[config.mk]
export PLATFORM = sky130hd
export DESIGN_NAME = sorted_key_table
export DESIGN_NICKNAME = d
export VERILOG_FILES = /design/src/rtl/skt_pkg.sv /design/src/rtl/skt_ram.sv /design/src/rtl/sorted_key_table.sv
export SDC_FILE = /design/constraint.sdc
export NUM_CORES = 2
export LEC_CHECK = 0
export CORE_MARGIN = 2
export CORE_UTILIZATION = 35
export CTS_CLUSTER_DIAMETER = 50
export DETAILED_ROUTE_END_ITERATION = 6
export DONT_BUFFER_PORTS = 1
export SKIP_LAST_GASP = 1
export SYNTH_ARGS = -nofsm -noshare
export SYNTH_HDL_FRONTEND = slang
export SYNTH_SLANG_ARGS = --single-unit
[constraint.sdc]
create_clock -name clk_i -period 6.9 [get_ports clk_i]
set_input_delay 0.345 -clock clk_i [delete_from_list [all_inputs] [get_ports clk_i]]
set_output_delay 0.345 -clock clk_i [all_outputs]
set_load 0.02 [all_outputs]
[src/rtl/skt_pkg.sv]
package skt_pkg;

  // Field widths of the command and result ports
  localparam int unsigned CMD_W  = 3;
  localparam int unsigned KEY_W  = 31;
  localparam int unsigned YEAR_W = 14;
  localparam int unsigned STAT_W = 2;
  localparam int unsigned POS_W  = 7;

  typedef enum logic [CMD_W-1:0] {
    CMD_INSERT = 3'd0,
    CMD_LOOKUP = 3'd1,
    CMD_RANK   = 3'd2,
    CMD_REMOVE = 3'd3,
    CMD_DUMP   = 3'd4
  } cmd_e;

  typedef enum logic [STAT_W-1:0] {
    ST_OK   = 2'd0,
    ST_DUP  = 2'd1,
    ST_MISS = 2'd2,
    ST_FULL = 2'd3
  } status_e;

  typedef enum logic [2:0] {
    S_IDLE,
    S_SCAN,
    S_EXEC,
    S_SHIFT_UP,
    S_INS_WR,
    S_SHIFT_DN,
    S_DUMP
  } state_e;

  // One table entry as held in the RAM
  typedef struct packed {
    logic [KEY_W-1:0]  key;
    logic [YEAR_W-1:0] year;
  } entry_t;

endpackage

[src/rtl/skt_ram.sv]
module skt_ram #(
  parameter int unsigned WIDTH = 8,
  parameter int unsigned DEPTH = 16
) (
  input  logic                                     clk_i,
  input  logic                                     we_i,
  input  logic [(DEPTH > 1 ? $clog2(DEPTH) : 1)-1:0] waddr_i,
  input  logic [WIDTH-1:0]                         wdata_i,
  input  logic                                     re_i,
  input  logic [(DEPTH > 1 ? $clog2(DEPTH) : 1)-1:0] raddr_i,
  output logic [WIDTH-1:0]                         rdata_o
);

  logic [WIDTH-1:0] mem_q [DEPTH];

  // Write port
  always_ff @(posedge clk_i) begin
    if (we_i) begin
      mem_q[waddr_i] <= wdata_i;
    end
  end

  // Registered read port
  always_ff @(posedge clk_i) begin
    if (re_i) begin
      rdata_o <= mem_q[raddr_i];
    end
  end

endmodule

[src/rtl/sorted_key_table.sv]
// Channel  | Ports                                      | Dir | Transfer
// ---------+--------------------------------------------+-----+----------------------------
// command  | command_i, key_i, year_i                   | in  | start && !busy at clk edge
// result   | status_o, key_out_o, year_out_o,           | out | result_valid_o, one cycle
//          | position_o, last_o                         |     |
//
// Every command but dump walks the entries through the RAM's single read port
// with one key comparator and stops at the first key not below its own. Insert
// and remove then move the tail from that slot one entry a cycle, so scan and
// shift together pass each entry once; dump streams one entry a cycle.
// Reset clears the state, the entry count and the pending and valid flags;
// the RAM holds no reset value. The receiver cannot stall results; the last
// one shows in the same cycle that busy drops.
module sorted_key_table
  import skt_pkg::*;
#(
  parameter int unsigned CAPACITY = 32
) (
  input  logic                clk_i,
  input  logic                rst_ni,
  input  logic                start,
  output logic                busy,
  input  logic [CMD_W-1:0]    command_i,
  input  logic [KEY_W-1:0]    key_i,
  input  logic [YEAR_W-1:0]   year_i,
  output logic                result_valid_o,
  output logic [STAT_W-1:0]   status_o,
  output logic [KEY_W-1:0]    key_out_o,
  output logic [YEAR_W-1:0]   year_out_o,
  output logic [POS_W-1:0]    position_o,
  output logic                last_o
);

  localparam int unsigned AW = (CAPACITY > 1) ? $clog2(CAPACITY) : 1;
  localparam int unsigned CW = $clog2(CAPACITY + 1);
  localparam int unsigned EW = $bits(entry_t);

  state_e            state_q, state_d;
  cmd_e              cmd_q, cmd_d;
  logic [KEY_W-1:0]  key_q, key_d;
  logic [YEAR_W-1:0] year_q, year_d;
  logic [CW-1:0]     count_q, count_d;
  logic [CW-1:0]     idx_q, idx_d;
  logic [CW-1:0]     pidx_q, pidx_d;
  logic              pend_q, pend_d;
  logic [CW-1:0]     pos_q, pos_d;
  logic              hit_q, hit_d;
  logic [YEAR_W-1:0] hyear_q, hyear_d;

  logic              rvalid_q, rvalid_d;
  status_e           status_q, status_d;
  logic [KEY_W-1:0]  kout_q, kout_d;
  logic [YEAR_W-1:0] yout_q, yout_d;
  logic [POS_W-1:0]  posout_q, posout_d;
  logic              last_q, last_d;

  logic              rd_en, wr_en;
  logic [AW-1:0]     rd_addr, wr_addr;
  entry_t            wr_data, rd_data;
  logic              issue;
  logic [CW-1:0]     idx_dec;

  assign idx_dec = idx_q - CW'(1);

  skt_ram #(
    .WIDTH (EW),
    .DEPTH (CAPACITY)
  ) u_store (
    .clk_i   (clk_i),
    .we_i    (wr_en),
    .waddr_i (wr_addr),
    .wdata_i (wr_data),
    .re_i    (rd_en),
    .raddr_i (rd_addr),
    .rdata_o (rd_data)
  );

  // Control state
  always_ff @(posedge clk_i or negedge rst_ni) begin
    if (!rst_ni) begin
      state_q  <= S_IDLE;
      count_q  <= '0;
      pend_q   <= 1'b0;
      rvalid_q <= 1'b0;
    end else begin
      state_q  <= state_d;
      count_q  <= count_d;
      pend_q   <= pend_d;
      rvalid_q <= rvalid_d;
    end
  end

  // Payload and working registers
  always_ff @(posedge clk_i) begin
    cmd_q    <= cmd_d;
    key_q    <= key_d;
    year_q   <= year_d;
    idx_q    <= idx_d;
    pidx_q   <= pidx_d;
    pos_q    <= pos_d;
    hit_q    <= hit_d;
    hyear_q  <= hyear_d;
    status_q <= status_d;
    kout_q   <= kout_d;
    yout_q   <= yout_d;
    posout_q <= posout_d;
    last_q   <= last_d;
  end

  // Sequencer: next state, RAM access and result load
  always_comb begin
    state_d  = state_q;
    cmd_d    = cmd_q;
    key_d    = key_q;
    year_d   = year_q;
    count_d  = count_q;
    idx_d    = idx_q;
    pidx_d   = pidx_q;
    pend_d   = 1'b0;
    pos_d    = pos_q;
    hit_d    = hit_q;
    hyear_d  = hyear_q;
    rvalid_d = 1'b0;
    status_d = ST_OK;
    kout_d   = key_q;
    yout_d   = '0;
    posout_d = '0;
    last_d   = 1'b1;
    rd_en    = 1'b0;
    rd_addr  = idx_q[AW-1:0];
    wr_en    = 1'b0;
    wr_addr  = pidx_q[AW-1:0];
    wr_data  = rd_data;
    issue    = 1'b0;

    unique case (state_q)
      S_IDLE: begin
        if (start) begin
          cmd_d  = cmd_e'(command_i);
          key_d  = key_i;
          year_d = year_i;
          idx_d  = '0;
          unique case (cmd_e'(command_i))
            CMD_INSERT, CMD_LOOKUP, CMD_RANK, CMD_REMOVE: state_d = S_SCAN;
            CMD_DUMP:                                    state_d = S_DUMP;
            default:                                     state_d = S_IDLE;
          endcase
        end
      end

      // Lower-bound search, one compare per cycle behind the RAM read
      S_SCAN: begin
        issue   = (idx_q < count_q);
        rd_en   = issue;
        pend_d  = issue;
        pidx_d  = idx_q;
        if (issue) begin
          idx_d = idx_q + CW'(1);
        end
        priority if (pend_q && (rd_data.key >= key_q)) begin
          pos_d   = pidx_q;
          hit_d   = (rd_data.key == key_q);
          hyear_d = rd_data.year;
          pend_d  = 1'b0;
          state_d = S_EXEC;
        end else if (!pend_q && !issue) begin
          pos_d   = count_q;
          hit_d   = 1'b0;
          state_d = S_EXEC;
        end
      end

      S_EXEC: begin
        state_d = S_IDLE;
        unique case (cmd_q)
          CMD_INSERT: begin
            priority if (hit_q) begin
              rvalid_d = 1'b1;
              status_d = ST_DUP;
            end else if (count_q == CW'(CAPACITY)) begin
              rvalid_d = 1'b1;
              status_d = ST_FULL;
            end else begin
              idx_d   = count_q;
              state_d = S_SHIFT_UP;
            end
          end
          CMD_LOOKUP: begin
            rvalid_d = 1'b1;
            status_d = hit_q ? ST_OK : ST_MISS;
            yout_d   = hit_q ? hyear_q : '0;
          end
          CMD_RANK: begin
            rvalid_d = 1'b1;
            status_d = hit_q ? ST_OK : ST_MISS;
            posout_d = hit_q ? (POS_W'(pos_q) + POS_W'(1)) : '0;
          end
          CMD_REMOVE: begin
            if (hit_q) begin
              idx_d   = pos_q + CW'(1);
              state_d = S_SHIFT_DN;
            end else begin
              rvalid_d = 1'b1;
              status_d = ST_MISS;
            end
          end
          default: state_d = S_IDLE;
        endcase
      end

      // Move entries pos..count-1 up one slot, top first
      S_SHIFT_UP: begin
        issue   = (idx_q > pos_q);
        rd_en   = issue;
        rd_addr = idx_dec[AW-1:0];
        pend_d  = issue;
        pidx_d  = idx_q;
        if (issue) begin
          idx_d = idx_dec;
        end
        if (pend_q) begin
          wr_en = 1'b1;
        end
        if (!issue && !pend_q) begin
          state_d = S_INS_WR;
        end
      end

      S_INS_WR: begin
        wr_en        = 1'b1;
        wr_addr      = pos_q[AW-1:0];
        wr_data.key  = key_q;
        wr_data.year = year_q;
        count_d      = count_q + CW'(1);
        rvalid_d     = 1'b1;
        status_d     = ST_OK;
        state_d      = S_IDLE;
      end

      // Move entries pos+1..count-1 down one slot, bottom first
      S_SHIFT_DN: begin
        issue  = (idx_q < count_q);
        rd_en  = issue;
        pend_d = issue;
        pidx_d = idx_dec;
        if (issue) begin
          idx_d = idx_q + CW'(1);
        end
        if (pend_q) begin
          wr_en = 1'b1;
        end
        if (!issue && !pend_q) begin
          count_d  = count_q - CW'(1);
          rvalid_d = 1'b1;
          status_d = ST_OK;
          state_d  = S_IDLE;
        end
      end

      // Stream the table out in order, one entry a cycle
      S_DUMP: begin
        if (count_q == '0) begin
          rvalid_d = 1'b1;
          status_d = ST_MISS;
          kout_d   = '0;
          state_d  = S_IDLE;
        end else begin
          issue  = (idx_q < count_q);
          rd_en  = issue;
          pend_d = issue;
          pidx_d = idx_q;
          if (issue) begin
            idx_d = idx_q + CW'(1);
          end
          if (pend_q) begin
            rvalid_d = 1'b1;
            status_d = ST_OK;
            kout_d   = rd_data.key;
            yout_d   = rd_data.year;
            last_d   = (pidx_q == idx_dec) && !issue;
            if (last_d) begin
              pend_d  = 1'b0;
              state_d = S_IDLE;
            end
          end
        end
      end

      default: state_d = S_IDLE;
    endcase
  end

  assign busy           = (state_q != S_IDLE);
  assign result_valid_o = rvalid_q;
  assign status_o       = status_q;
  assign key_out_o      = kout_q;
  assign year_out_o     = yout_q;
  assign position_o     = posout_q;
  assign last_o         = last_q;

endmodule

After elaboration in Yosys (flattened, before gate mapping)
Memory sizes are Yosys's and may differ from the RTL's. A register that Yosys moved wholly into a read port is not among the register bits.
Cells that the tools add are included.

word-level totals
  flip-flop bits (word level) = 147
  bits in writable memories = 1440
  bits of input ports = 51
  output and inout port bits = 57
  memories = 1

cells by class
  add/sub/neg operators = 6
  magnitude comparators = 3
  equal/unequal tests = 28
  muxes and demuxes = 66
  bitwise logic cells = 2
  reductions and logical operators = 31

memory list
  name           depth  bits a word  read ports  clocked after Yosys merged registers in  wr ports  line           RTL
  u_store.mem_q  32     45           1           1                                        1         skt_ram.sv:14  logic [WIDTH-1:0] mem_q [DEPTH];

operators by type and width
  operator             number
  $mux 31              3
  $mux 6               11
  $mux 14              4
  $mux 45              1
  $eq 31x31->1         1
  $ge 31x31->1         1
  $pmux 6 s5           1
  $pmux 14 s2          1
  $mux 3               9
  $pmux 6 s2           2
  $add 6x1->6 const B  3
  $eq 3x2->1 const B   6
  $ne 3x3->1 const B   6
  $pmux 3 s6           1
  $pmux 6 s3           1
  $mux 1               15
  $eq 3x3->1 const B   4
  $mux 2               6
  $pmux 3 s2           2
  $sub 6x1->6 const B  2
  $mux 5               2
  $ne 2x2->1 const B   5
  $reduce_and 2->1     5
  $eq 3x1->1 const B   3
  other kinds (24)     41

Longest topological paths before layout
  depth after elaboration = 7
  gate-level depth with buffers = 12
  mapped depth without buffers = 10

Hierarchy
From an unflattened synthesis, not the netlist that was laid out.

second synthesis, totals
  cell total of the unflattened synthesis = 3870
  area, all modules = 64942.3 um^2

modules (own cells, without submodules)
  module            times used  cells each  area each (um^2)
  skt_ram           1           3157        57310.0
  sorted_key_table  1           713         7632.3

Worst setup path after synthesis
OpenSTA, ideal clock, no wires.

  path type = reg2reg
  from = register state_q[0]
  to = memory u_store.mem_q[17][0] in the netlist's numbering (enable)
  library setup time = 448 ps
  arrival = 3634 ps
  slack = 2818 ps
  cell stages (with the launch flop) = 8
  path buffers = 2
  cells stage by stage = dfrtp_1 -> clkbuf_1 -> nor3_1 -> clkbuf_1 -> nand3_1 -> o31ai_1 -> nand2_1 -> nor2_1

between the ends
  longest elaborated chain between the ends = 5
  elaborated cells between the ends (all ways) = 8

ends and longest elaborated chain
  what                                      line                     RTL
  start: declaration                        sorted_key_table.sv:38   state_e state_q, state_d;
  start signal: assignment                  sorted_key_table.sv:86   state_q <= state_d;
  $eq 3x3->1 or $eq 3x2->1 (tied branches)  sorted_key_table.sv:136  unique case (state_q)
  $reduce_or 2->1 (no source line)          n/a
  $pmux 1 s2                                sorted_key_table.sv:136
  $mux 1                                    skt_ram.sv:18            if (we_i) begin
  $mux 1 (implied by the code)              skt_ram.sv:19            mem_q[waddr_i] <= wdata_i;
  end: declaration                          skt_ram.sv:14

Parallel ways exist; a longest one is shown, timed or not.

Worst setup path after layout
  from = register state_q[1]
  to = register u_store.rdata_o[1] (read register of u_store.mem_q) (data pin)

between the ends
  longest elaborated chain between the ends = 3
  elaborated cells between the ends (all ways) = 7

ends and longest elaborated chain
  what                                      line                     RTL
  $eq 3x3->1 or $eq 3x1->1 (tied branches)  sorted_key_table.sv:136
  $reduce_or 2->1 (no source line)          n/a
  $pmux 1 s3                                sorted_key_table.sv:136
  end: declaration                          skt_ram.sv:11            output logic [WIDTH-1:0] rdata_o

Parallel ways exist; a longest one is shown, timed or not.
A chain may end at the register's enable or synchronous reset.

==> impl_metrics.tcl <==
set metrics [dict create \
    status "finished, final reports clean" \
    p_seq_share_pct 42.6 \
    core_area_um2 179000 \
    holdWs_ns 0.0890 \
    tns_ns 0 \
    finalSetupViolations 0 \
    cap_violations 0 \
    cp-startpoint "state_q[1]" \
    clockBufferDepth 3 \
    p_per_area_nw_per_um2 454 \
    period_share_pct 63.1 \
    rows 155 \
    grt-ovfl-total 0 \
    syn_avg_cell_area_um2 21.1 \
    die_y_um 428 \
    relSlewSlack_pct 14.3 \
    ys_types 71 \
    grt_usage_pct 17.1 \
    p_int_mw 22.0 \
    clkPwrFrac_pct 27.1 \
    drv_slew 0 \
    io_buffers 0 \
    async_flop_share_pct 0.674 \
    arrival_ns 4.87 \
    root_buffer "clkbuf_16" \
    die_x_um 428 \
    hold_class "in -> reg" \
    final_common_cell "edfxtp_1" \
    syn_nets 3091 \
    worstSkewPairLatency_ns 0.80 \
    viasPerCell 5.45 \
    p_sw_mw 10.6 \
    postSynthCellCount 2989 \
    ant_nets 0 \
    p_leak_nw 22.5 \
    worst-path-max-fanout 59 \
    swShare_pct 32.5 \
    rsz0062_at_grt "no" \
    multi_input_area_um2 13900 \
    fmaxAchievable_ghz 0.230 \
    seqCellArea_um2 48400 \
    numClockSinks 1632 \
    drt_pass1_iterations 5 \
    cp-start-kind "flop" \
    final_cell_mix "1566 x edfxtp_1, 360 x mux4_2, 187 x o22ai_1" \
    yosysSeqAreaShare_pct 76.8 \
    worstPathRequired_ns 7.41 \
    vdd_drop_max_mv 0.297 \
    synth_edf_count 1566 \
    dpl.hpwl_um 93100 \
    fin_crit_ns 4.36 \
    post-route-drc-count 0 \
    nets 3220 \
    vias 30600 \
    routed_wl_um 159000 \
    numCtsBuffers 167 \
    antenna_found_initial 11 \
    setup_ws_ns 2.54 \
    worstSetupEndpoint "u_store.rdata_o[1]" \
    wl_per_cell_um 28.3 \
    reg2reg_depth 10 \
    drive_above_1_share_pct 25.1 \
    rr_startpoint "state_q[1]" \
    dpl_cell_area_um2 66000 \
    synth-seq-cells 1632 \
    cts_setup_buffers 0 \
    worst_pin_slew_ns 1.28 \
    cts-htree-levels 4 \
    cp-end-kind "flop" \
    pre_cts_ws_ns 2.45 \
    cts.reportedPaths.clkPinSlew_ns 0.06 \
    design_area_um2 71900 \
    ys.flop_type "edfxtp_1" \
    start_util_pct 35.3 \
    fin_skew_ns 0.0351 \
    ios 108 \
    r2r_end "u_store.rdata_o[1]" \
    drtIter0Drc 3583 \
    hold_viol 0 \
    dieArea_um2 183000 \
    grt_max_degree 92 \
    cts_tree "built" \
    grt_pass1_wl_um 229000 \
    ys_warn_count 0 \
    syn_to_final_growth_pct 14.1 \
    comb_power_share_pct 30.2 \
    rrSetupSlack_ns 2.54 \
    fillers 15600 \
    grt_pass1_vias 30900 \
    gp_congestion 0.841 \
    crit_type "reg -> reg" \
    syn_area_um2 63000 \
]
worst max-delay path, stage by stage, from the launching register on:
cell,delay [ns]
dfrtp_1,0.61
nor2b_4,0.24
nand2_2,0.19
inv_2,0.28
nand2_1,0.17
xor2_4,0.77
buf_12,0.33
buf_12,0.36
mux4_2,0.38
o22ai_1,0.53
nor4_2,0.09
synthesized netlist by cell type, types with 5 or more instances:
| cell type | count | area (µm²) |
|---|---|---|
| buf_2 | 54 | 270 |
| nor2_1 | 70 | 263 |
| nand3_1 | 16 | 80.1 |
| inv_1 | 50 | 188 |
| dfxtp_1 | 55 | 1100 |
| buf_6 | 25 | 282 |
| mux2i_1 | 5 | 50.1 |
| a21o_1 | 7 | 52.6 |
| xnor2_1 | 18 | 158 |
| buf_4 | 8 | 60.1 |
| a221oi_1 | 6 | 52.6 |
| ha_1 | 50 | 626 |
| o22ai_1 | 187 | 1170 |
| edfxtp_1 | 1566 | 47000 |
| nand2b_1 | 12 | 75.1 |
| nand4_1 | 6 | 37.5 |
| mux2_2 | 47 | 529 |
| dfrtp_1 | 11 | 275 |
| a22o_1 | 15 | 131 |
| mux4_2 | 360 | 8110 |
| nand2_1 | 120 | 450 |
| nor4_2 | 45 | 563 |
| and2_1 | 6 | 37.5 |
| clkbuf_1 | 65 | 244 |
| a21oi_1 | 63 | 315 |
| nor3_1 | 11 | 55.1 |
| mux2_1 | 5 | 56.3 |
| o21ai_0 | 25 | 125 |
how the worst min path moves through the flow:
stage | from | endpoint | slack (ns) | cells after the start
2_1_floorplan | rst_ni | count_q[0] | 0.05 | 0
3_3_place_gp | rst_ni | result_valid_o | 0.05 | 0
3_5_place_dp | rst_ni | result_valid_o | 0.05 | 0
4_1_cts | start | key_q[5] | 0.06 | 1
5_1_grt | start | key_q[0] | 0.10 | 1
6_report | start | key_q[5] | 0.09 | 1
metrics by stage:
stage | std cells | utilization, % | total power [mW]
5_1_grt | 5608 | 40.3 | 34.0
6_report | 5609 | 40.3 | 32.6
4_1_cts | 5607 | 40.3 | 33.0
3_5_place_dp | 5253 | 37.0 | 24.1
2_1_floorplan | 2989 | - | 20.7
3_3_place_gp | 5253 | 37.0 | 24.0
power by group through the flow:
stage	clock network (mW)	logic [mW]	registers, mW
after floorplan	0	6.90	13.8
after global placement	0	9.83	14.1
after detailed placement	0	9.96	14.1
after CTS	9.03	10.0	13.9
after global routing	9.41	10.6	14.0
final	8.86	9.86	13.9
kinds of logic after synthesis:
logic type | after synthesis | synth area share, %
flops | 1632 | 76.8
xor+xnor | 23 | 0.332
fa+ha+maj | 51 | 1.02
compound gates | 338 | 3.39
simple gates | 318 | 2.86
buf+inv | 210 | 1.71
mux | 417 | 13.9
what timing repair did:
item / 4_1_cts / 5_1_grt
hold endpoints to repair: 62 / 0
hold buffers: 51 / 0
gates resized for setup: 0 / 0
sequential cells by signal, summed over array words and instances, names as in the netlist, 7 cells and up:
name	cells
year_out_o	14
key_q	31
u_store.rdata_o	45
u_store.mem_q	1440
hyear_q	14
year_q	14
position_o	7
key_out_o	31
layout make-up:
type | instances | area share (%)
clock inverter | 89 | 1.21
multi-input combinational | 1147 | 19.3
sequential | 1632 | 67.3
clock buffer | 214 | 6.23
inverter | 53 | 0.278
tap | 2355 | 4.10
antenna | 2 | 0.00696
timing repair buffer | 117 | 1.57
routing by layer:
metal	routed length (µm)	global-route usage, %	up-vias	part of all wire, %
met5	82	0	-	0.052
met4	3530	4.81	12	2.2
met3	11500	3.18	211	7.2
met2	75100	26.9	1116	47
met1	68400	24.4	16500	43
li1	-	-	12800	-
Power figures use the tool's default switching activity.
